<file path="src/rtl/satr_pkg.sv">
package satr_pkg;

  localparam int COLUMNS   = 40;
  localparam int TEXT_ROWS = 28;

  // Decoupling queue between the front and the back.
  localparam int Q_DEPTH = 4;
  localparam int Q_AW    = $clog2(Q_DEPTH);
  localparam int Q_CW    = $clog2(Q_DEPTH + 1);

  localparam int GLYPH_DEPTH = 2048;
  localparam int GLYPH_AW    = $clog2(GLYPH_DEPTH);

  localparam logic [5:0] LAST_COLUMN = 6'(COLUMNS - 1);
  localparam logic [4:0] LAST_ROW    = 5'(TEXT_ROWS - 1);
  localparam logic [2:0] INK_RESET   = 3'd7;
  localparam logic [2:0] ALL_ONES    = 3'd7;

  typedef enum logic [1:0] {
    OP_GLYPH_WRITE = 2'd0,
    OP_LINE_START  = 2'd1,
    OP_CELL        = 2'd2,
    OP_UNUSED      = 2'd3
  } satr_op_t;

  // Attribute group held in bits 4..3 of an attribute byte.
  typedef enum logic [1:0] {
    ATTR_INK   = 2'd0,
    ATTR_TEXT  = 2'd1,
    ATTR_PAPER = 2'd2,
    ATTR_MODE  = 2'd3
  } satr_attr_t;

  // One request handed from the front to the back.
  typedef struct packed {
    logic                is_write;
    logic                solid;
    logic                last;
    logic [GLYPH_AW-1:0] addr;
    logic [5:0]          wdata;
    logic [2:0]          fg;
    logic [2:0]          bg;
  } satr_entry_t;

  // Queue status seen by the front and the back.
  typedef struct packed {
    logic            full;
    logic            empty;
    logic [Q_CW-1:0] count;
  } satr_q_stat_t;

endpackage

</file>
<file path="src/rtl/satr_queue.sv">
module satr_queue
  import satr_pkg::*;
(
  input  logic         clk,
  input  logic         rst,
  input  logic         push,
  input  satr_entry_t  push_entry,
  input  logic         pop,
  output satr_entry_t  head,
  output satr_q_stat_t q_stat
);

  satr_entry_t     slots [Q_DEPTH];
  logic [Q_AW-1:0] wr_ptr;
  logic [Q_AW-1:0] rd_ptr;
  logic [Q_CW-1:0] count;

  assign head         = slots[rd_ptr];
  assign q_stat.count = count;
  assign q_stat.full  = (count == Q_CW'(Q_DEPTH));
  assign q_stat.empty = (count == '0);

  always_ff @(posedge clk) begin
    if (push) begin
      slots[wr_ptr] <= push_entry;
    end
  end

  always_ff @(posedge clk) begin
    if (rst) begin
      wr_ptr <= '0;
      rd_ptr <= '0;
      count  <= '0;
    end else begin
      if (push) begin
        wr_ptr <= (wr_ptr == Q_AW'(Q_DEPTH - 1)) ? '0 : wr_ptr + 1'b1;
      end
      if (pop) begin
        rd_ptr <= (rd_ptr == Q_AW'(Q_DEPTH - 1)) ? '0 : rd_ptr + 1'b1;
      end
      case ({push, pop})
        2'b10:   count <= count + 1'b1;
        2'b01:   count <= count - 1'b1;
        default: count <= count;
      endcase
    end
  end

endmodule

</file>
<file path="config.mk">
export PLATFORM = sky130hd
export DESIGN_NAME = satr_queue
export DESIGN_NICKNAME = d
export VERILOG_FILES = /design/src/rtl/satr_pkg.sv /design/src/rtl/satr_queue.sv
export SDC_FILE = /design/constraint.sdc
export NUM_CORES = 1
export LEC_CHECK = 0
export BUFFER_PORTS_ARGS = -buffer_cell sky130_fd_sc_hd__buf_2
export CAP_MARGIN = 5
export CORE_ASPECT_RATIO = 1.75
export CORE_MARGIN = 4
export CORE_UTILIZATION = 55
export CTS_CLUSTER_DIAMETER = 40
export DETAILED_ROUTE_END_ITERATION = 16
export GPL_TIMING_DRIVEN = 0
export HOLD_SLACK_MARGIN = 0.08
export PLACE_DENSITY = 0.77
export SLEW_MARGIN = 20
export SYNTH_ARGS = -nofsm -noshare
export SYNTH_HDL_FRONTEND = slang
export SYNTH_SLANG_ARGS = --single-unit
export TNS_END_PERCENT = 20
</file>
<file path="constraint.sdc">
create_clock -name clk -period 2.26 [get_ports clk]
set_input_delay 0.339 -clock clk [delete_from_list [all_inputs] [get_ports clk]]
set_output_delay 0.339 -clock clk [all_outputs]
set_load 0.02 [all_outputs]
</file>
# After elaboration in Yosys (flattened, before gate mapping)
# Memory sizes are Yosys's and may differ from the RTL's. A register that Yosys moved wholly into a read port is not among the register bits.
# Cells that the tools add are included.
op_classes:
  add_sub_neg: 4
  n_eq_ne: 5
  n_mux: 7
  n_reduce_logical: 2
op_table:
  columns: ["cell", "count"]
  rows:
  - ["$mux 2", 4]
  - ["$eq 2x2->1 const B", 3]
  - ["$pmux 3 s2", 1]
  - ["$add 2x1->2 const B", 2]
  - ["$add 3x1->3 const B", 1]
  - ["$eq 3x3->1 const B", 1]
  - ["$logic_not 3->1", 1]
  - ["$sub 3x1->3 const B", 1]
  - ["$eq 2x1->1 const B", 1]
  - ["$mux 1", 2]
  - ["$reduce_bool 2->1", 1]
word_totals:
  register_bits: 7
  mem_bits_rw: 104
  output_inout_bits: 31
  memories: 1
memory_table:
  columns: ["memory", "words", "width", "rd", "rd_ports_with_merged_regs", "write_ports", "line_no", "text"]
  rows:
  - ["slots", 4, 26, 1, 1, 1, "satr_queue.sv:13", "satr_entry_t slots [Q_DEPTH];"]

# Longest topological paths before layout
# Gate-level depths: netlist of run 1.
logic_depth:
  ltp_word: 4
  mapped_depth: 7
  depth_no_buf: 7

# Least setup slack after synthesis of run 1
# OpenSTA, ideal clock, no wires.
synth_timing:
  path_kind: "register to register"
  start: "reg count[0]"
  end: "reg count[2]"
  setup_time_ns: 0.070
  t_arrival_ns: 1.572
  t_required_ns: 2.190
  path_slack_ns: 0.618
  path_stages_with_launch: 6
  path_buffers: 0
  period_less_slack_ns: 1.642
  path_cell_list: "dfxtp_1 inv_1 fa_1 xor2_1 or3_1 a21oi_1"
synth_via:
  elab_chain_len: 2
synth_rtl:
  columns: ["item", "line_no", "text"]
  rows:
  - ["start: declaration", "satr_queue.sv:16", "logic [Q_CW-1:0] count;"]
  - ["start signal: assignment", "satr_queue.sv:42", "2'b10: count <= count + 1'b1;"]
  - ["start signal: assignment", "satr_queue.sv:43", "2'b01: count <= count - 1'b1;"]
  - ["start signal: assignment", "satr_queue.sv:44", "default: count <= count;"]
  - ["$sub 3x1->3 / $add 3x1->3 (equally long branches)", "satr_queue.sv:43, satr_queue.sv:42", null]
  - ["$pmux 3 s2 *", "satr_queue.sv:41", "case ({push, pop})"]
# Every way passes the cells marked *; elsewhere a longest branch is shown, timed or not.
# A chain may end at the register's enable or synchronous reset.

==> impl_metrics.env, run 1 <==
export IMPL_outcome="complete, no violations"
export IMPL_slowest_delay_ps=370
export IMPL_nNetsFinal=300
export IMPL_fin_util=0.6896
export IMPL_yosys_warnings=0
export IMPL_worstSkewPairLatency_ps=410
export IMPL_clk_pin_slew_ps=50
export IMPL_ys_top_cells_by_count="edfxtp_1 (104), mux4_2 (20), dfxtp_1 (9), inv_1 (7), nor2_1 (7)"
export IMPL_cp_start_kind="flop"
export IMPL_final_cell_count_no_fill=364
export IMPL_yosysMostFrequentCell="edfxtp_1"
export IMPL_final_setup_skew_ps=6.094
export IMPL_clock_sinks=113
export IMPL_rsz0062_at_grt="no"
export IMPL_cts_made_buffers=17
export IMPL_port_buffers=60
export IMPL_muxShareOfSynthArea=0.1480
export IMPL_final_cell_area_mm2=0.005219
export IMPL_cts_resized=0
export IMPL_cts_setup_buffers=0
export IMPL_die_area_mm2=0.009244
export IMPL_syn_area_mm2=0.004245
export IMPL_synth_xor_area_frac=0.004126
export IMPL_crit_required_ps=1920
export IMPL_drive_gt1_frac=0.4239
export IMPL_wirelength_mm=7.228
export IMPL_worst_path_buf_inv=3
export IMPL_async_flop_share=0
export IMPL_wl_per_cell_um=19.86
export IMPL_num_rows=42
export IMPL_die_h_um=124.2
export IMPL_ys_seq_area_frac=0.7781
export IMPL_drtIter0Drc=105
export IMPL_synth_edff_count=104
export IMPL_io_pins=61
export IMPL_start_util=0.5610
export IMPL_slew_headroom=0.5256
export IMPL_clockRootBuffer="clkbuf_16"
export IMPL_grt_max_degree=27
export IMPL_viasPerCell=5.563
export IMPL_hp_class="input port to flop"
export IMPL_critPathMaxFanout=10
export IMPL_synth_area_leaders="edfxtp_1 (74%), mux4_2 (11%), dfxtp_1 (4.2%), mux4_1 (3.7%), ha_1 (1.8%)"
export IMPL_drt_pass1_iterations=4
export IMPL_synth_top_area_cell="edfxtp_1"
export IMPL_path_delay_family="buffers and inverters"
export IMPL_synth_top_family_by_area="multiplexers"
export IMPL_path_cells="clkbuf_2 -> buf_2 -> mux4_2 -> buf_2"
export IMPL_crit_path_end_kind="output port"
export IMPL_syn_inst=184
export IMPL_slowest_stage="mux4_2"
export IMPL_worst_slew_pin_slew_ps=711.6
export IMPL_fmax_ghz=0.4692
export IMPL_grt_pass1_vias=2224
export IMPL_crit_path_frequent_cell="buf_2"
export IMPL_route_vias_total=2025
export IMPL_power_total_w=0.005304
export IMPL_slew_violations=0
export IMPL_grt_pass1_wl_mm=11.60
export IMPL_core_mm2=0.007567
export IMPL_cp_data_arrival_time_ps=1790
export IMPL_postCtsHoldBufs=0
export IMPL_max_cap_violations=0
export IMPL_synth_fa_ha_area_frac=0.02240
export IMPL_wl_met3_um=456
export IMPL_tns_ps=0
export IMPL_hold_viol_final=0
export IMPL_overflow=0
export IMPL_chipWidth_um=74.42
export IMPL_yosys_most_used_dff="edfxtp_1"
export IMPL_nFillCells=474
export IMPL_setup_viol=0
export IMPL_wl_met2_mm=4.049
export IMPL_ctsLongestPathBuffers=2
export IMPL_leakage_nw=1.891
export IMPL_finalCritPeriodShare=0.9431
export IMPL_drc=0
export IMPL_synth_cell_type_count=21
export IMPL_synth_seq_cells=113
export IMPL_hpwl_mm=4.447
export IMPL_dp_cells=332
export IMPL_diodes=0
export IMPL_power_density_mw_per_mm2=1016
export IMPL_ir_drop_v=0.0007894
export IMPL_yosysTopAreaCellShare=0.7356
export IMPL_m1WireLength_mm=2.588
export IMPL_placedInstanceArea_mm2=0.004661
export IMPL_synth_avg_cell_area_um2=23.07
export IMPL_tritoncts="yes"
export IMPL_period_needed_ps=2132
export IMPL_antenna_found_initial=0
export IMPL_htreeDepth=4
export IMPL_synth_compound_area_frac=0.005894
export IMPL_ant_nets=0
export IMPL_top_layer="met4"
export IMPL_synth_simple_area_share=0.01975
export IMPL_criticalPathCategory="flop to output port"
export IMPL_synthesis_nets=221
export IMPL_place_gp_congestion=0.6981
export IMPL_grt_usage=0.1793
export IMPL_area_growth_pct=22.93
[path summary, 6_finish.rpt]
path	from	endpoint	slack [ps]	cells past startpoint
max	flop	head[20]	130	4
min	push_entry[21]	slots[0][21]	140	1
max reg2reg	count[0]	count[2]	670	5
min reg2reg	count[2]	count[2]	530	2
[stage by stage]
| step | setup WS [ps] | hold WS, ps |
|---|---|---|
| floorplan | 618.4 | 408.1 |
| global placement | 207.9 | 502.2 |
| detailed placement | 398.3 | 526.4 |
| CTS | 90.60 | 137.0 |
| global route | 55.52 | 138.5 |
| finish | 128.5 | 143.1 |
[cells in the final DEF, fill, tap and decap left out, drive strengths merged, types with 2 or more instances in the layout]
master	netlist	layout
buf	5	65
and2	4	4
nor3b	2	2
a21oi	4	4
edfxtp	104	104
clkinv	0	4
mux4	26	26
nor2	7	7
clkbuf	1	29
dfxtp	9	9
mux2i	2	2
inv	7	7
xor2	2	2
ha	6	6
[worst register-to-register path: cells and delay by family, from the launching register on]
kind | cells | cell delay, ps
DFF | 1 | 380
xor gates and xnor gates | 1 | 160
AOI/OAI and AO/OA | 1 | 140
buffers and inverters | 1 | 100
adders and majority gates | 1 | 430
and+or+nand+nor | 1 | 310
[area by class of cell]
class	instances	area [um2]	area share
flip-flops and latches	113	3303	0.6329
clock inverters	4	20.02	0.003836
inverters	7	26.28	0.005035
clock buffers	28	538.0	0.1031
well taps	88	110.1	0.02110
plain buffers	6	66.31	0.01271
repair buffers	60	300.3	0.05754
multi-input cells	58	854.6	0.1637
[routing by layer]
layer  GRT usage  up-vias
met5           0        -
met4     0.07547        0
met3     0.08091       12
met2      0.3027       64
met1      0.1860     1031
li1            -      918
[flip-flops by register name (all words and copies together), names as in the netlist, named ones only]
signal and flops:
count 3, slots 104, rd_ptr 2, wr_ptr 2
[power by group]
part / leakage (nW) / switching (W) / internal [W]
Combinational: 0.583 / 0.000273 / 0.000193
Clock: 0.279 / 0.000824 / 0.00160
Sequential: 1.03 / 0.0000289 / 0.00238
Total: 1.89 / 0.00113 / 0.00418
[cell families (layout without fill, tap and decap cells)]
kind of cell / after synthesis / in the layout
simple gates: 16 / 16
xor+xnor: 2 / 2
compound gates: 5 / 5
fa+ha+maj: 7 / 7
flops: 113 / 113
mux: 28 / 28
buf+inv: 13 / 105
(Power assumes the default switching activity.)
==> run 2: changes to the inputs <==
--- a/config.mk
+++ b/config.mk
@@ -7,14 +7,16 @@
 export LEC_CHECK = 0
 export BUFFER_PORTS_ARGS = -buffer_cell sky130_fd_sc_hd__buf_2
 export CAP_MARGIN = 5
+export CELL_PAD_IN_SITES_DETAIL_PLACEMENT = 1
+export CELL_PAD_IN_SITES_GLOBAL_PLACEMENT = 1
 export CORE_ASPECT_RATIO = 1.75
 export CORE_MARGIN = 4
-export CORE_UTILIZATION = 55
+export CORE_UTILIZATION = 49
 export CTS_CLUSTER_DIAMETER = 40
 export DETAILED_ROUTE_END_ITERATION = 16
 export GPL_TIMING_DRIVEN = 0
 export HOLD_SLACK_MARGIN = 0.08
-export PLACE_DENSITY = 0.77
+export PLACE_DENSITY_LB_ADDON = 0.1
 export SLEW_MARGIN = 20
 export SYNTH_ARGS = -nofsm -noshare
 export SYNTH_HDL_FRONTEND = slang
==> impl_metrics.env, run 2 (synthesized netlist as in run 1, its figures left out) <==
export IMPL_max_cap_violations=0
export IMPL_htreeDepth=4
export IMPL_outcome="complete, no violations"
export IMPL_seqPwrFrac=0.452
export IMPL_final_cell_mix="edfxtp_1 (104), buf_2 (62), mux4_2 (20)"
export IMPL_num_rows=44
export IMPL_hp_class="input port to flop"
export IMPL_pwr_share_comb=0.092
export IMPL_worst_slew_pin_slew_ps=439.3
export IMPL_finalCritPeriodShare=0.9307
export IMPL_route_vias_total=2091
export IMPL_slew_headroom=0.7072
export IMPL_setup_viol=0
export IMPL_critPathMaxFanout=10
export IMPL_power_density_mw_per_mm2=996.5
export IMPL_use_met3=0.06644
export IMPL_drc=0
export IMPL_fmax_ghz=0.4754
export IMPL_tns_ps=0
export IMPL_diodes=0
export IMPL_core_mm2=0.008368
export IMPL_antenna_found_initial=0
export IMPL_p_int_w=0.004190
export IMPL_die_h_um=131.1
export IMPL_ctsLongestPathBuffers=2
export IMPL_worstSkewPairLatency_ps=400
export IMPL_rsz0062_at_grt="no"
export IMPL_wl_per_cell_um=19.37
export IMPL_setup_slack_ps=156.6
export IMPL_cts_made_buffers=17
export IMPL_crit_path_end_kind="output port"
export IMPL_largest_register_ffs=104
export IMPL_cts_setup_buffers=0
export IMPL_power_frac_clock=0.456
export IMPL_final_common_cell="edfxtp_1"
export IMPL_cp_data_arrival_time_ps=1760
export IMPL_wirelength_mm=7.650
export IMPL_ant_nets=0
export IMPL_start_util=0.5073
export IMPL_drt_pass1_iterations=4
export IMPL_p_sw_w=0.001149
export IMPL_area_growth_pct=26.20
export IMPL_hpwl_mm=5.215
export IMPL_regMostFlops="slots"
export IMPL_ir_drop_v=0.0006969
export IMPL_clock_sinks=113
export IMPL_cp_start_kind="flop"
export IMPL_leakage_nw=1.936
export IMPL_final_setup_skew_ps=4.407
export IMPL_clk_pin_slew_ps=50
export IMPL_nFillCells=746
export IMPL_io_pins=61
export IMPL_crit_required_ps=1920
export IMPL_postCtsHoldBufs=0
export IMPL_grt_pass1_vias=2374
export IMPL_holdWs_ps=152.5
export IMPL_overflow=0
export IMPL_criticalPathCategory="flop to output port"
export IMPL_grt_usage=0.1671
export IMPL_place_gp_congestion=0.6545
export IMPL_die_area_mm2=0.01028
export IMPL_tritoncts="yes"
export IMPL_viasPerCell=5.294
export IMPL_top_regs="slots x104, count x3"
export IMPL_met2_usage=0.2896
export IMPL_port_buffers=60
export IMPL_period_needed_ps=2103
export IMPL_multi_input_area_um2=854.6
export IMPL_chipWidth_um=78.36
export IMPL_cts_resized=0
export IMPL_slew_violations=0
export IMPL_grt_max_degree=17
export IMPL_nNetsFinal=304
export IMPL_drive_gt1_frac=0.4393
export IMPL_seq_area_mm2=0.003303
export IMPL_p_sw_frac=0.2153
export IMPL_power_total_w=0.005339
export IMPL_clockRootBuffer="clkbuf_16"
export IMPL_drtIter0Drc=62
export IMPL_hold_viol_final=0
export IMPL_grt_pass1_wl_mm=12.27
export IMPL_dpl_worst_slack_ps=407.1
export IMPL_top_usage_layer="met2"
export IMPL_gr_usage_met1=0.1741
==> run 2: cell count changes in the layout (fill, tap and decap cells not counted) <==
cell,before,now
clkinv_4,0,1
clkinv_1,0,1
bufinv_16,0,2
clkbuf_1,5,2
buf_16,0,4
clkbuf_8,5,0
clkinv_2,4,8
clkinvlp_4,0,1
clkbuf_16,18,17
==> run 2: metrics by stage <==
| step | utilization | area, um2 | instances |
|---|---|---|---|
| final | 0.6403 | 5358 | 395 |
| after global placement | 0.5604 | 4690 | 359 |
| after floorplan | - | 4245 | 184 |
| after CTS | 0.6403 | 5358 | 395 |
| after detailed placement | 0.5742 | 4805 | 363 |
| after global routing | 0.6403 | 5358 | 395 |
==> run 2: final cells by class <==
cell class,instances,share of cell area
Timing Repair Buffer,64,0.07660
Clock inverter,13,0.02242
Sequential cell,113,0.6165
Clock buffer,19,0.08080
Tap cell,115,0.02686
Multi-Input combinational cell,58,0.1595
Inverter,7,0.004904
Buffer,6,0.01238
==> run 2: routing by layer <==
layer	part of all wire	wire (um)
met5	0	0
met4	0.015	114
met3	0.044	338
met2	0.56	4315
met1	0.38	2882
==> run 2: critical path, cell delays in order, from the launching register on <==
cell      delay, ps
dfxtp_1         300
clkbuf_2        210
buf_2           320
mux4_2          360
buf_2           180
==> run 2: final timing paths <==
kind | cells after the start | start | slack (ps) | endpoint
worst max register to register | 5 | count[0] | 700 | count[2]
worst max-delay path | 4 | flop | 160 | head[23]
worst min-delay path | 1 | push_entry[2] | 150 | slots[3][2]
worst min register to register | 2 | count[2] | 540 | count[2]
==> run 2: power groups by stage <==
stage	logic [W]	registers (W)	clock network, W
finish	0.000492	0.00241	0.00244
global route	0.000531	0.00242	0.00261
CTS	0.000506	0.00241	0.00250
detailed placement	0.000503	0.00245	0
global placement	0.000471	0.00245	0
floorplan	0.000301	0.00245	0
