`config.mk`:
```
export PLATFORM = sky130hd
export DESIGN_NAME = satr_front
export DESIGN_NICKNAME = d
export VERILOG_FILES = /design/src/rtl/satr_pkg.sv /design/src/rtl/satr_front.sv
export SDC_FILE = /design/constraint.sdc
export NUM_CORES = 1
export LEC_CHECK = 0
export ABC_AREA = 1
export BUFFER_PORTS_ARGS = -buffer_cell sky130_fd_sc_hd__buf_2
export CELL_PAD_IN_SITES_DETAIL_PLACEMENT = 0
export CELL_PAD_IN_SITES_GLOBAL_PLACEMENT = 1
export CORE_ASPECT_RATIO = 0.6
export CORE_MARGIN = 5
export CORE_UTILIZATION = 31
export DETAILED_ROUTE_END_ITERATION = 16
export GPL_TIMING_DRIVEN = 0
export PLACE_DENSITY = 0.83
export SETUP_SLACK_MARGIN = 0.05
export SLEW_MARGIN = 20
export SYNTH_ARGS = -nofsm -noshare
export SYNTH_HDL_FRONTEND = slang
export SYNTH_SLANG_ARGS = --single-unit
```
`constraint.sdc`:
```
create_clock -name clk -period 1.5 [get_ports clk]
set_input_delay 0.075 -clock clk [delete_from_list [all_inputs] [get_ports clk]]
set_output_delay 0.075 -clock clk [all_outputs]
set_load 0.005 [all_outputs]
```
`src/rtl/satr_pkg.sv`:
```
package satr_pkg;

  localparam int COLUMNS   = 40;
  localparam int TEXT_ROWS = 28;

  // Decoupling queue between the front and the back.
  localparam int Q_DEPTH = 4;
  localparam int Q_AW    = $clog2(Q_DEPTH);
  localparam int Q_CW    = $clog2(Q_DEPTH + 1);

  localparam int GLYPH_DEPTH = 2048;
  localparam int GLYPH_AW    = $clog2(GLYPH_DEPTH);

  localparam logic [5:0] LAST_COLUMN = 6'(COLUMNS - 1);
  localparam logic [4:0] LAST_ROW    = 5'(TEXT_ROWS - 1);
  localparam logic [2:0] INK_RESET   = 3'd7;
  localparam logic [2:0] ALL_ONES    = 3'd7;

  typedef enum logic [1:0] {
    OP_GLYPH_WRITE = 2'd0,
    OP_LINE_START  = 2'd1,
    OP_CELL        = 2'd2,
    OP_UNUSED      = 2'd3
  } satr_op_t;

  // Attribute group held in bits 4..3 of an attribute byte.
  typedef enum logic [1:0] {
    ATTR_INK   = 2'd0,
    ATTR_TEXT  = 2'd1,
    ATTR_PAPER = 2'd2,
    ATTR_MODE  = 2'd3
  } satr_attr_t;

  // One request handed from the front to the back.
  typedef struct packed {
    logic                is_write;
    logic                solid;
    logic                last;
    logic [GLYPH_AW-1:0] addr;
    logic [5:0]          wdata;
    logic [2:0]          fg;
    logic [2:0]          bg;
  } satr_entry_t;

  // Queue status seen by the front and the back.
  typedef struct packed {
    logic            full;
    logic            empty;
    logic [Q_CW-1:0] count;
  } satr_q_stat_t;

endpackage

```
`src/rtl/satr_front.sv`:
```
module satr_front
  import satr_pkg::*;
(
  input  logic                 clk,
  input  logic                 rst,
  input  logic                 in_valid,
  output logic                 in_ready,
  input  logic [1:0]           opcode,
  input  logic [7:0]           data_byte,
  input  logic [10:0]          glyph_index,
  input  logic [7:0]           line_number,
  input  logic                 blink_phase,
  input  satr_q_stat_t         q_stat,
  output logic                 push,
  output satr_entry_t          push_entry
);

  logic [2:0] ink_colour, ink_colour_next;
  logic [2:0] paper_colour, paper_colour_next;
  logic [2:0] text_attributes, text_attributes_next;
  logic [4:0] char_row, char_row_next;
  logic [2:0] glyph_line, glyph_line_next;
  logic       blink_latch, blink_latch_next;
  logic [5:0] column_count, column_count_next;

  logic       accept;
  logic       is_attr;
  logic       inv;
  logic [2:0] erow;
  logic [4:0] row_in;
  logic       at_last;

  assign in_ready = !q_stat.full;
  assign accept   = in_valid && in_ready;
  assign is_attr  = (data_byte[6:5] == 2'b00);
  assign at_last  = (column_count == LAST_COLUMN);
  assign row_in   = line_number[7:3];

  always_comb begin
    ink_colour_next      = ink_colour;
    paper_colour_next    = paper_colour;
    text_attributes_next = text_attributes;
    char_row_next        = char_row;
    glyph_line_next      = glyph_line;
    blink_latch_next     = blink_latch;
    column_count_next    = column_count;
    push                 = 1'b0;
    inv                  = 1'b0;
    erow                 = glyph_line;

    push_entry.is_write = 1'b0;
    push_entry.solid    = 1'b0;
    push_entry.last     = at_last;
    push_entry.addr     = glyph_index;
    push_entry.wdata    = data_byte[5:0];
    push_entry.fg       = ink_colour;
    push_entry.bg       = paper_colour;

    case (opcode)
      OP_GLYPH_WRITE: begin
        push                = accept;
        push_entry.is_write = 1'b1;
      end
      OP_LINE_START: begin
        if (accept) begin
          char_row_next        = (row_in > LAST_ROW) ? LAST_ROW : row_in;
          glyph_line_next      = line_number[2:0];
          blink_latch_next     = blink_phase;
          ink_colour_next      = INK_RESET;
          paper_colour_next    = '0;
          text_attributes_next = '0;
          column_count_next    = '0;
        end
      end
      OP_CELL: begin
        push = accept;
        if (accept) begin
          column_count_next = at_last ? 6'd0 : column_count + 6'd1;
        end
        if (is_attr) begin
          case (data_byte[4:3])
            ATTR_INK:   ink_colour_next      = data_byte[2:0];
            ATTR_TEXT:  text_attributes_next = data_byte[2:0];
            ATTR_PAPER: paper_colour_next    = data_byte[2:0];
            ATTR_MODE:  ;
            default:    ;
          endcase
          // The attribute cell shows the paper colour as it stands after the update, inverted when bit 7 is set.
          push_entry.solid = 1'b1;
          push_entry.bg    = data_byte[7] ? (paper_colour_next ^ ALL_ONES)
                                          : paper_colour_next;
          if (!accept) begin
            ink_colour_next      = ink_colour;
            text_attributes_next = text_attributes;
            paper_colour_next    = paper_colour;
          end
        end else begin
          inv  = data_byte[7] ^ (text_attributes[2] & blink_latch);
          erow = text_attributes[1] ? {char_row[0], glyph_line[2:1]} : glyph_line;
          push_entry.addr = {text_attributes[0], data_byte[6:0], erow};
          push_entry.fg   = inv ? (ink_colour ^ ALL_ONES) : ink_colour;
          push_entry.bg   = inv ? (paper_colour ^ ALL_ONES) : paper_colour;
        end
      end
      default: ;
    endcase
  end

  always_ff @(posedge clk) begin
    if (rst) begin
      ink_colour      <= INK_RESET;
      paper_colour    <= '0;
      text_attributes <= '0;
      char_row        <= '0;
      glyph_line      <= '0;
      blink_latch     <= 1'b0;
      column_count    <= '0;
    end else begin
      ink_colour      <= ink_colour_next;
      paper_colour    <= paper_colour_next;
      text_attributes <= text_attributes_next;
      char_row        <= char_row_next;
      glyph_line      <= glyph_line_next;
      blink_latch     <= blink_latch_next;
      column_count    <= column_count_next;
    end
  end

endmodule

```
Yosys cells after proc, flatten, opt, wreduce, memory -nomap -nowiden
Cells that the tools add are included.
{"block": "op_classes", "eq_ne": 10, "mux": 34, "n_bitwise": 5, "n_lt_le_gt_ge": 1, "add_sub_neg": 1, "reduce_logical": 12}
{"cell": "$mux 3", "count": 19}
{"cell": "$mux 6", "count": 4}
{"cell": "$mux 11", "count": 2}
{"cell": "$pmux 3 s2", "count": 3}
{"cell": "$pmux 6 s2", "count": 1}
{"cell": "$reduce_and 5->1", "count": 2}
{"cell": "$not 3->3", "count": 3}
{"cell": "$add 6x1->6 const B", "count": 1}
{"cell": "$eq 6x6->1 const B", "count": 1}
{"cell": "$logic_not 2->1", "count": 3}
{"cell": "$ne 2x2->1 const B", "count": 3}
{"cell": "$gt 5x5->1 const B", "count": 1}
{"cell": "$mux 1", "count": 5}
{"cell": "$eq 2x1->1 const B", "count": 2}
{"cell": "$eq 2x2->1 const B", "count": 2}
{"cell": "$ne 2x1->1 const B", "count": 2}
{"cell": "$reduce_and 4->1", "count": 1}
{"cell": "$reduce_and 3->1", "count": 1}
{"cell": "$reduce_and 2->1", "count": 1}
{"cell": "$reduce_bool 2->1", "count": 1}
{"cell": "$reduce_or 2->1", "count": 1}
{"cell": "$and 1x1->1", "count": 1}
{"cell": "$logic_and 1x1->1", "count": 1}
{"cell": "$logic_not 1->1", "count": 1}
{"cell": "$xor 1x1->1", "count": 1}
{"block": "word_totals", "in_bits": 38, "out_inout_bits": 28, "register_bits": 20}

Depth between registers and ports, before layout
Gate-level depths: netlist of run 1.
{"block": "depth", "ltp_word": 8, "ltp_mapped": 9, "ltp_nobuf": 9}

Worst setup path before layout of run 1
OpenSTA, ideal clock, no wires.
{"block": "synth_path", "path_kind": "register to register", "startpoint": "reg column_count[0]", "endpoint": "reg column_count[5]", "stages_incl_launch_ff": 9, "t_required_ps": 1376, "slack_ps": 352, "t_arrival_ps": 1023, "setup_time_ps": 124, "cell_sequence": "dfxtp_1 -> ha_1 -> nand2_1 -> inv_1 -> nand3_1 -> nand3_1 -> nor2_1 -> nor2_1 -> nor2_1"}
{"block": "synth_via", "elab_chain_cells": 4, "word_cells_on_any_way": 5}
{"item": "start, declared", "line_no": "satr_front.sv:24", "rtl": "logic [5:0] column_count, column_count_next;"}
{"item": "start signal, assigned", "line_no": "satr_front.sv:125", "rtl": "column_count <= column_count_next;"}
{"item": "$add 6x1->6 or $eq 6x6->1 (tied branches)", "line_no": "satr_front.sv:78, satr_front.sv:36"}
{"item": "$mux 6 (*)", "line_no": "satr_front.sv:78", "rtl": "column_count_next = at_last ? 6'd0 : column_count + 6'd1;"}
{"item": "$mux 6 (*)", "line_no": "satr_front.sv:77", "rtl": "if (accept) begin"}
{"item": "$pmux 6 s2 (*)", "line_no": "satr_front.sv:59", "rtl": "case (opcode)"}
Mark *: on every way between the ends. The rest lies on a longest branch, timed or not. The select of a mux whose other input is x is not followed.
A chain may end at the register's enable or synchronous reset.

==> results of run 1 <==
-- stage by stage --
stage | power, mW | hold WS, ns
2_1_floorplan | 0.743 | 0.177
3_5_place_dp | 0.879 | 0.334
6_report | 1.29 | 0.0625
3_3_place_gp | 0.877 | 0.326
5_1_grt | 1.37 | 0.0787
4_1_cts | 1.29 | 0.0621
-- state kept, by name (all words and copies together) (netlist names) --
register / count
ink_colour: 3
text_attributes: 3
blink_latch: 1
column_count: 6
paper_colour: 3
char_row: 1
glyph_line: 3
-- synth_stat cells (all sizes together) (2+ instances only) --
cell type  instances
nand3             28
o21ai             21
dfxtp             20
xor2               5
clkbuf             2
a21oi             16
nor2              32
a22o               2
buf               10
inv               32
nand2             73
-- layout by cell type, fill, tap and decap left out, drive strengths merged --
master / n
ha: 1
clkbuf: 6
a31oi: 1
xor2: 5
a21oi: 16
a22o: 2
nand2: 73
o21ai: 21
o31ai: 1
buf: 69
or2: 1
nand3: 28
o211ai: 1
nor2: 32
dfxtp: 20
inv: 32
-- kinds of logic after synthesis --
| group | synth area share, % |
|---|---|
| AO/OA/AOI/OAI | 15.1 |
| XOR/XNOR | 2.91 |
| buffers and inverters | 13.5 |
| adder cells (fa/ha/maj) | 0.831 |
| flip-flops | 26.6 |
| AND/OR/NAND/NOR | 41.0 |
-- layer usage --
layer  share of wire [%]  wire length, um
met1                  55             2330
met2                  37             1570
met3                 7.5              315
met4                0.45               19
met5                   0                0
-- what timing repair did --
item / 4_1_cts / 5_1_grt
pin swaps: 1 / 2
gates resized for setup: 4 / 11
endpoints found under the setup margin: 7 / 8
-- critical path, stage by stage (launching register included) --
cell and delay (ns):
sky130_fd_sc_hd__dfxtp_4 0.37, sky130_fd_sc_hd__nand3_1 0.14, sky130_fd_sc_hd__nand2_4 0.14, sky130_fd_sc_hd__nand2_1 0.06
sky130_fd_sc_hd__nand2_1 0.06, sky130_fd_sc_hd__nand2_1 0.04, sky130_fd_sc_hd__nand2_1 0.06, sky130_fd_sc_hd__nand2_1 0.04
sky130_fd_sc_hd__nand2_1 0.05, sky130_fd_sc_hd__buf_2 0.11
-- power breakdown --
part           internal (mW)  switching (mW)  total [mW]
registers              0.541          0.0111       0.552
clock network          0.234           0.189       0.423
logic                  0.136           0.180       0.316
-- area by class of cell --
| cell class | count | area [um2] | area share (%) |
|---|---|---|---|
| multi-input combinational | 182 | 938 | 47.3 |
| sequential | 20 | 410 | 20.7 |
| timing repair buffer | 59 | 295 | 14.9 |
| inverter | 32 | 123 | 6.19 |
| buffer | 12 | 81.3 | 4.10 |
| tap | 63 | 78.8 | 3.98 |
| clock buffer | 4 | 55.1 | 2.78 |
-- how the worst max path moves through the flow --
stage	start	to	slack, ns	depth (start not counted)
2_1_floorplan	column_count[0]	column_count[5]	0.35	8
3_3_place_gp	column_count[0]	column_count[5]	0.16	8
3_5_place_dp	column_count[0]	column_count[5]	0.18	8
4_1_cts	text_attributes[2]	push_entry[0]	0.05	9
5_1_grt	blink_latch	push_entry[1]	0.02	9
6_report	blink_latch	push_entry[2]	0.09	9
==> out/summary.md, run 1 <==
Placement
• 0.176 ns — worst setup timing slack at the placement stage
• 368 — count of placed standard cells including taps
• 0.801 — final weighted congestion in routability-driven placement
• 1880 um2 — placed inst area
• 3480 um — DPL Wire Length
• 59 — IO buf count

CTS
• 0 — number of buffers inserted by hold repair at cts
• built — TritonCTS clock tree
• 0 — post-CTS setup-driven buffer insertion count
• 3 — cts bufs inserted
• 0.08 ns — register clock-pin slew on the reported worst setup and hold paths
• 1 — # H-tree levels
• 2 — number of buffers on the longest clock path
• sky130_fd_sc_hd__clkbuf_8 — root buffer selected by CTS
• 0.26 ns — worst-skew pair later-pin latency
• 20 — clk sinks

Setup path
• column_count[0] — startpoint of the worst register-to-register path
• 4 — worst-path maximum fanout
• 1.42 ns — data required time at the worst endpoint
• register to primary output — Crit Path Category
• primary output — element type at the critical path end
• 8 — FF-to-FF path depth
• register — sort of element at the start of the critical path
• 0.29 ns — worst reg-to-reg setup slack
• column_count[5] — worst reg2reg endpoint
• 1.33 ns — signal arrival time at the worst endpoint

Min path
• input pin to register — Tightest Hold Check Type
• glyph_line[0] — terminating pin of the worst hold path
• line_number[0] — source of the worst hold timing path
• 3 — cell depth of the worst min-delay path

STA
• 0 ns — Fin Setup TNS
• 93.7% — post-route fraction of the period consumed by the critical path
• 1.41 ns — minimum clock period
• 0.0949 ns — Setup WS post-layout
• 68.7% — Max-Slew Margin vs Limit
• 0 — final count of negative-setup-slack endpoints
• 0.470 ns — slew of the pin with the lowest slew margin
• 0.000499 ns — maximum clock skew at final layout
• true — setup repair after global routing missed its margin
• 0 — Hold Violations, Final
• 712 MHz — maximum clock rate
• 0 — final number of max-transition violations

Yosys
• 246 — synthesized instance count
• 0 — number of warnings printed during yosys synthesis
• 6.12 um2 — post-synthesis area per instance
• 26.6% — top cell type's share of synthesized area
• 29 — library cells used by synthesis
• sky130_fd_sc_hd__dfxtp_1 — top flip-flop cell by instance count after synthesis
• sky130_fd_sc_hd__dfxtp_1 — biggest area consumer among synthesized cells
• 285 — synthesized netlist net count
• 20 — number of register bits inferred by synthesis
• 26.6% — sequential cell area fraction in the yosys report
• 0% — ys async rst share
• 0 — number of synthesized flops with an enable pin
• 1510 um2 — cell area after synthesis
• sky130_fd_sc_hd__dfxtp_1 27%, sky130_fd_sc_hd__nand2_1 17%, sky130_fd_sc_hd__nand3_1 8.6% — top post-synthesis cells by area

Global routing
• 3.26% — met3 track utilization from global routing
• 20.5% — GR Util met1
• 0 — antenna violations before repair
• 7070 um — wire length of the first global-routing pass
• 0 — remaining global-route overflow
• 1542 — number of global-route vias before repair
• met1 — most congested layer reported by global routing
• 18.7% — global routing usage on met2
• 12 — maximum number of pins on one net before global-route repair
• 13.3% — overall track demand over capacity in global routing

Power
• 0.288 mV — maximum ir drop on the vdd rail
• 0.984 nW — leakage component of the power
• 652 nW/um2 — power per cell area

Floorplanning
• 64.0 um — Die Span Y
• 6390 um2 — area of the die
• 32.5% — starting density of the core
• 100 um — Die X
• 4640 um2 — core footprint
• 19 — number of placement rows
• 66 — number of I/O pins

Cells and area
• 520 — final-layout fill cell count
• 349 — layout net count
• 372 — Cell Count, Final, Fillers Out
• 1980 um2 — final instance area
• 42.8% — end-of-flow core utilization
• 31.7% — Area growth syn-to-layout
• 0 — diode insertion count for antenna repair
• 33.7% — fraction of final layout cells sized beyond drive strength 1

Detailed routing
• 11.4 um — routed wire length per instance
• 4230 um — detailed-route wire length
• 4 — DR pass1 iterations
• 0 — count of unresolved DRC violations after routing
• 0 — ANT nets after route
• 62 — First DRT Iteration DRCs
• 4.50 — post-DR vias/cell
• 1673 — vias post-DR

Outcome
• finished clean — status

Run
• 0 — max cap viols

No activity file was read; power rests on OpenSTA's default activity.
==> run 2: changes to the inputs <==
--- a/config.mk
+++ b/config.mk
@@ -6,7 +6,7 @@
 export NUM_CORES = 1
 export LEC_CHECK = 0
 export ABC_AREA = 1
-export BUFFER_PORTS_ARGS = -buffer_cell sky130_fd_sc_hd__buf_2
+export BUFFER_PORTS_ARGS = -buffer_cell sky130_fd_sc_hd__buf_4
 export CELL_PAD_IN_SITES_DETAIL_PLACEMENT = 0
 export CELL_PAD_IN_SITES_GLOBAL_PLACEMENT = 1
 export CORE_ASPECT_RATIO = 0.6
==> out/summary.md, run 2 (synthesized netlist as in run 1, its figures left out) <==
Cells and area
• 46.1% — end-of-flow core utilization, was 42.8%
• column_count — largest register by flop count, unchanged
• 34.3% — fraction of final layout cells sized beyond drive strength 1, was 33.7%
• 66 x sky130_fd_sc_hd__buf_4, 65 x sky130_fd_sc_hd__nand2_1, 26 x sky130_fd_sc_hd__nor2_1 — most frequent cells in the layout, was 65 x sky130_fd_sc_hd__nand2_1, 61 x sky130_fd_sc_hd__buf_2, 26 x sky130_fd_sc_hd__nor2_1
• 6 — max reg flops, unchanged
• 349 — layout net count, unchanged
• sky130_fd_sc_hd__buf_4 — most common cell after layout, fill and taps aside, was sky130_fd_sc_hd__nand2_1
• 42.1% — Area growth syn-to-layout, was 31.7%
• 0 — diode insertion count for antenna repair, unchanged

Power
• 1.03 nW — leakage component of the power, was 0.984 nW
• 631 nW/um2 — power per cell area, was 652 nW/um2
• 0.344 mV — maximum ir drop on the vdd rail, was 0.288 mV

Setup path
• sky130_fd_sc_hd__dfxtp_2 — critical-path cell with the highest stage delay, was sky130_fd_sc_hd__dfxtp_4
• register — sort of element at the start of the critical path, unchanged
• register to primary output — Crit Path Category, unchanged
• 0.37 ns — critical path's largest stage delay, about the same
• 1 — crit path buf inv count, unchanged
• nand2_2, nand2_2, nand2_4, nor2_4, xor2_1, buf_4 — critical path, cell by cell, was nand3_1, nand2_4, nand2_1, nand2_1, nand2_1, nand2_1, nand2_1, nand2_1, buf_2
• 1.42 ns — data required time at the worst endpoint, about the same
• primary output — element type at the critical path end, unchanged
• flip-flops — Crit path max-delay family, was simple AND/OR/NAND/NOR gates
• 4 — worst-path maximum fanout, unchanged
• 1.31 ns — signal arrival time at the worst endpoint, was 1.33 ns
• sky130_fd_sc_hd__nand2_2 — cell occurring most often along the worst timing path, was sky130_fd_sc_hd__nand2_1

Detailed routing
• 4490 um — detailed-route wire length, was 4230 um
• 0 — count of unresolved DRC violations after routing, unchanged
• 4 — DR pass1 iterations, unchanged
• 4.59 — post-DR vias/cell, was 4.50
• 88 — First DRT Iteration DRCs, was 62
• 0 — ANT nets after route, unchanged
• 1707 — vias post-DR, was 1673
• 12.1 um — routed wire length per instance, was 11.4 um

Floorplanning
• 32.5% — starting density of the core, unchanged
• 66 — number of I/O pins, unchanged
• 19 — number of placement rows, unchanged
• 64.0 um — Die Span Y, unchanged
• 6390 um2 — area of the die, unchanged
• 4640 um2 — core footprint, unchanged
• 100 um — Die X, unchanged

Placement
• 59 — IO buf count, unchanged
• 3670 um — DPL Wire Length, was 3480 um
• 0.795 — final weighted congestion in routability-driven placement, was 0.801

STA
• 724 MHz — maximum clock rate, was 712 MHz
• true — setup repair after global routing missed its margin, unchanged
• 66.0% — Max-Slew Margin vs Limit, was 68.7%
• 0 ns — Fin Setup TNS, unchanged
• 1.38 ns — minimum clock period, was 1.41 ns
• 92.1% — post-route fraction of the period consumed by the critical path, was 93.7%
• 0.00110 ns — maximum clock skew at final layout, was 0.000499 ns
• 0 — final number of max-transition violations, unchanged
• 0 — final count of negative-setup-slack endpoints, unchanged
• 0 — Hold Violations, Final, unchanged
• 0.510 ns — slew of the pin with the lowest slew margin, was 0.470 ns

Global routing
• 0 — antenna violations before repair, unchanged
• 0 — remaining global-route overflow, unchanged
• 7490 um — wire length of the first global-routing pass, was 7070 um
• 20.0% — global routing usage on met2, was 18.7%
• 1588 — number of global-route vias before repair, was 1542
• met1 — most congested layer reported by global routing, unchanged
• 4.02% — met3 track utilization from global routing, was 3.26%
• 21.6% — GR Util met1, was 20.5%
• 14.2% — overall track demand over capacity in global routing, was 13.3%
• 12 — maximum number of pins on one net before global-route repair, unchanged

CTS
• 2 — number of buffers on the longest clock path, unchanged
• 0 — number of buffers inserted by hold repair at cts, unchanged
• built — TritonCTS clock tree, unchanged
• 20 — clk sinks, unchanged
• 1 — # H-tree levels, unchanged
• 0.08 ns — register clock-pin slew on the reported worst setup and hold paths, about the same
• 3 — cts bufs inserted, unchanged
• sky130_fd_sc_hd__clkbuf_8 — root buffer selected by CTS, unchanged
• 0.26 ns — worst-skew pair later-pin latency, about the same

Run
• 0 — max cap viols, unchanged

Min path
• input pin to register — Tightest Hold Check Type, unchanged

Outcome
• finished clean — status, unchanged

==> run 2: cell counts in the layout (fill, tap and decap cells not counted) <==
Identical to the previous run, type by type.
==> run 2: power by group <==
group | switching, mW | internal [mW] | total [mW]
clock network | 0.197 | 0.234 | 0.431
registers | 0.0110 | 0.540 | 0.551
logic | 0.186 | 0.182 | 0.368
total | 0.394 | 0.956 | 1.35
==> run 2: area by class of cell <==
class	instances	area, um2
Buffer	12	81.3
Sequential cell	20	414
Inverter	32	123
Fill cell	516	2500
Multi-Input combinational cell	182	943
Clock buffer	4	55.1
Timing Repair Buffer	59	443
Tap cell	63	78.8
==> run 2: worst min-delay path: stages <==
cell and delay, ns:
sky130_fd_sc_hd__buf_4 0.07, sky130_fd_sc_hd__o21ai_0 0.07, sky130_fd_sc_hd__nor2_1 0.07
==> run 2: through the flow <==
step                      area (um2)  setup slack (ns)  hold slack (ns)  std cells  power (mW)
final                           2140             0.119           0.0590        372        1.35
after global routing            2140            0.0249           0.0848        372        1.43
after CTS                       2090            0.0769           0.0567        372        1.36
after detailed placement        2030             0.162            0.333        368       0.932
after global placement          2030             0.136            0.329        368       0.929
after floorplan                 1510             0.352            0.177        246       0.743
==> run 2: timing repair <==
action	in CTS	in global routing
cloned	0	0
pin swaps	1	2
resized for setup	6	12
endpoints found under the setup margin	7	7
setup buffers	0	0
==> run 2: metal layers <==
metal  wire [um]  share of wire (%)
met1        2300                 51
met5           0                  0
met3         412                9.2
met2        1760                 39
met4          10               0.22
==> run 2: worst paths after layout <==
kind                                        end          startpoint  slack (ns)  cells past startpoint
worst max-delay path              push_entry[3]  text_attributes[2]        0.12                      6
worst min-delay path              glyph_line[0]      line_number[0]        0.06                      3
worst max register to register  column_count[5]     column_count[0]        0.29                      8
worst min register to register    glyph_line[1]       glyph_line[1]        0.47                      2
==> run 3: changes to the inputs <==
--- a/config.mk
+++ b/config.mk
@@ -7,14 +7,15 @@
 export LEC_CHECK = 0
 export ABC_AREA = 1
 export BUFFER_PORTS_ARGS = -buffer_cell sky130_fd_sc_hd__buf_4
+export CAP_MARGIN = 25
 export CELL_PAD_IN_SITES_DETAIL_PLACEMENT = 0
 export CELL_PAD_IN_SITES_GLOBAL_PLACEMENT = 1
 export CORE_ASPECT_RATIO = 0.6
-export CORE_MARGIN = 5
-export CORE_UTILIZATION = 31
+export CORE_MARGIN = 2
+export CORE_UTILIZATION = 28
 export DETAILED_ROUTE_END_ITERATION = 16
 export GPL_TIMING_DRIVEN = 0
-export PLACE_DENSITY = 0.83
+export PLACE_DENSITY = 0.79
 export SETUP_SLACK_MARGIN = 0.05
 export SLEW_MARGIN = 20
 export SYNTH_ARGS = -nofsm -noshare
==> constraint.sdc (replaced) <==
create_clock -name clk -period 1.2 [get_ports clk]
set_input_delay 0.06 -clock clk [delete_from_list [all_inputs] [get_ports clk]]
set_output_delay 0.06 -clock clk [all_outputs]
set_load 0.005 [all_outputs]
==> out/summary.md, run 3 (synthesized netlist as in run 1, its figures left out) <==
Outcome
• finished with violations — status, was finished clean
• setup timing — failing checks

CTS
• 20 — clk sinks, unchanged
• 2 — number of buffers on the longest clock path, unchanged
• built — TritonCTS clock tree, unchanged
• 1 — # H-tree levels, unchanged
• 3 — cts bufs inserted, unchanged
• 0 — number of buffers inserted by hold repair at cts, unchanged
• 0.09 ns — register clock-pin slew on the reported worst setup and hold paths, was 0.08 ns
• sky130_fd_sc_hd__clkbuf_8 — root buffer selected by CTS, unchanged
• 0.27 ns — worst-skew pair later-pin latency, was 0.26 ns

Global routing
• 0 — remaining global-route overflow, unchanged
• 7560 um — wire length of the first global-routing pass, was 7490 um
• 16.0% — overall track demand over capacity in global routing, was 14.2%
• 0 — antenna violations before repair, unchanged
• 13 — maximum number of pins on one net before global-route repair, was 12
• 1551 — number of global-route vias before repair, was 1588

STA
• 0 — Hold Violations, Final, unchanged
• true — setup repair after global routing missed its margin, unchanged
• 719 MHz — maximum clock rate
• 0.505 ns — slew of the pin with the lowest slew margin, was 0.510 ns
• 1.39 ns — minimum clock period
• 116% — post-route fraction of the period consumed by the critical path
• 66.3% — Max-Slew Margin vs Limit, was 66.0%
• 0.0106 ns — maximum clock skew at final layout, was 0.00110 ns
• 0 — final number of max-transition violations, unchanged
• 8 — final count of negative-setup-slack endpoints, was 0
• -0.190 ns — Setup WS post-layout, was 0.119 ns

Cells and area
• column_count — largest register by flop count, unchanged
• 357 — layout net count, was 349
• 51.0% — Area growth syn-to-layout, was 42.1%
• sky130_fd_sc_hd__buf_4 — most common cell after layout, fill and taps aside, unchanged
• 977 um2 — combined area of the multi-input logic cells, was 943 um2
• 0 — diode insertion count for antenna repair, unchanged
• 6 — max reg flops, unchanged
• 69 x sky130_fd_sc_hd__buf_4, 65 x sky130_fd_sc_hd__nand2_1, 24 x sky130_fd_sc_hd__nor2_1 — most frequent cells in the layout, was 66 x sky130_fd_sc_hd__buf_4, 65 x sky130_fd_sc_hd__nand2_1, 26 x sky130_fd_sc_hd__nor2_1
• 548 — final-layout fill cell count, was 516
• 415 um2 — register cell area after layout, was 414 um2
• 39.1% — fraction of final layout cells sized beyond drive strength 1, was 34.3%
• 2270 um2 — final instance area, was 2140 um2
• 383 — Cell Count, Final, Fillers Out, was 372
• 44.3% — end-of-flow core utilization, was 46.1%

Power
• 1.37 mW — internal power summed over all cells, was 956 uW
• 25.9% — combinational fraction of design power, was 27.3%
• 27.0% — Sw Share, was 29.2%
• 37.0% — sequential power share, was 40.8%
• 504 uW — net switching power, was 394 uW
• 823 nW/um2 — power per cell area, was 631 nW/um2
• 1.10 nW — leakage component of the power, was 1.03 nW
• 0.325 mV — maximum ir drop on the vdd rail, was 0.344 mV
• 37.0% — share of total power in the clock network, was 31.9%

Setup path
• column_count[0] — startpoint of the worst register-to-register path, unchanged
• 1.14 ns — data required time at the worst endpoint, was 1.42 ns
• 0.39 ns — critical path's largest stage delay, was 0.37 ns
• primary output — element type at the critical path end, unchanged
• flip-flops — Crit path max-delay family, unchanged
• 1.33 ns — signal arrival time at the worst endpoint, was 1.31 ns
• sky130_fd_sc_hd__nand2_4 — cell occurring most often along the worst timing path, was sky130_fd_sc_hd__nand2_2
• register — sort of element at the start of the critical path, unchanged
• nand2_4, nand2_4, nand2_4, nor2_4, xor2_1, buf_4 — critical path, cell by cell, was nand2_2, nand2_2, nand2_4, nor2_4, xor2_1, buf_4
• blink_latch — Critical Path Source, was text_attributes[2]
• 4 — worst-path maximum fanout, unchanged
• register to primary output — Crit Path Category, unchanged
• sky130_fd_sc_hd__dfxtp_4 — critical-path cell with the highest stage delay, was sky130_fd_sc_hd__dfxtp_2
• 1 — crit path buf inv count, unchanged

Detailed routing
• 64 — First DRT Iteration DRCs, was 88
• 4590 um — detailed-route wire length, was 4490 um
• 0 — ANT nets after route, unchanged
• 0 — count of unresolved DRC violations after routing, unchanged
• 4.48 — post-DR vias/cell, was 4.59
• 12.0 um — routed wire length per instance, was 12.1 um
• 1717 — vias post-DR, was 1707
• 4 — DR pass1 iterations, unchanged

Floorplanning
• 29.3% — starting density of the core, was 32.5%
• 5130 um2 — core footprint, was 4640 um2
• 6000 um2 — area of the die, was 6390 um2
• 20 — number of placement rows, was 19
• 60.8 um — Die Span Y, was 64.0 um
• 66 — number of I/O pins, unchanged
• 98.7 um — Die X, was 100 um

Placement
• 59 — IO buf count, unchanged
• 0.800 — final weighted congestion in routability-driven placement, was 0.795
• 371 — count of placed standard cells including taps, was 368
• 3620 um — DPL Wire Length, was 3670 um
• 2030 um2 — placed inst area, about the same

Min path
• blink_phase — source of the worst hold timing path, was line_number[0]
• input pin to register — Tightest Hold Check Type, unchanged

Run
• 0 — max cap viols, unchanged

run 3: layout make-up:
type                       instances  share of cell area (%)
clock buffer                       3                    1.82
buffer                            11                    3.25
sequential                        20                    18.3
clock inverter                     1                    1.32
tap                               66                    3.63
multi-input combinational        182                    43.0
timing repair buffer              68                    23.3
inverter                          32                    5.40
run 3: stage by stage:
stage | hold WS, ns | setup WS (ns) | total power [mW] | TNS [ns]
final | 0.0457 | -0.190 | 1.87 | -1.02
after global routing | 0.0540 | -0.294 | 1.96 | -1.95
after CTS | 0.0397 | -0.219 | 1.88 | -1.26
after detailed placement | 0.324 | -0.140 | 1.17 | -0.387
after global placement | 0.318 | -0.140 | 1.16 | -0.534
after floorplan | 0.147 | 0.0524 | 0.929 | 0
run 3: power groups by stage:
stage | combinational (mW) | clock [mW] | sequential, mW
2_1_floorplan | 0.226 | 0 | 0.703
3_3_place_gp | 0.458 | 0 | 0.706
3_5_place_dp | 0.458 | 0 | 0.707
4_1_cts | 0.471 | 0.713 | 0.691
5_1_grt | 0.534 | 0.736 | 0.695
6_report | 0.484 | 0.692 | 0.692
run 3: repair_timing:
item                       4_1_cts  5_1_grt
buffers inserted                 6        3
resized for setup               19       19
setup endpoints to repair       15       17
pin swaps                        8       13
run 3: routing by layer:
metal  GRT usage, %  part of all wire [%]  vias to the layer above  wire length [um]
met5              0                     0                        -                 0
met4           2.35                  0.22                        0                10
met3           3.23                   7.4                        2               340
met2           23.9                    40                       51              1850
met1           24.3                    52                      745              2400
li1               -                     -                      919                 -
run 3: worst reg2reg max path, cell delays in order (launching register included):
cell and delay, ns:
sky130_fd_sc_hd__dfxtp_2 0.36, sky130_fd_sc_hd__ha_4 0.13, sky130_fd_sc_hd__nand2_1 0.05, sky130_fd_sc_hd__inv_1 0.06, sky130_fd_sc_hd__nand3_2 0.08, sky130_fd_sc_hd__buf_6 0.14, sky130_fd_sc_hd__nand3_4 0.08, sky130_fd_sc_hd__nor2_2 0.04
sky130_fd_sc_hd__nor2_1 0.09, sky130_fd_sc_hd__nor2_1 0.04
run 3: path summary, 6_finish.rpt:
kind	endpoint	slack (ns)	cells after the start
worst max register to register	column_count[4]	0	9
worst min-delay path	blink_latch	0.05	3
worst max-delay path	push_entry[5]	-0.19	6
worst min register to register	glyph_line[1]	0.47	2
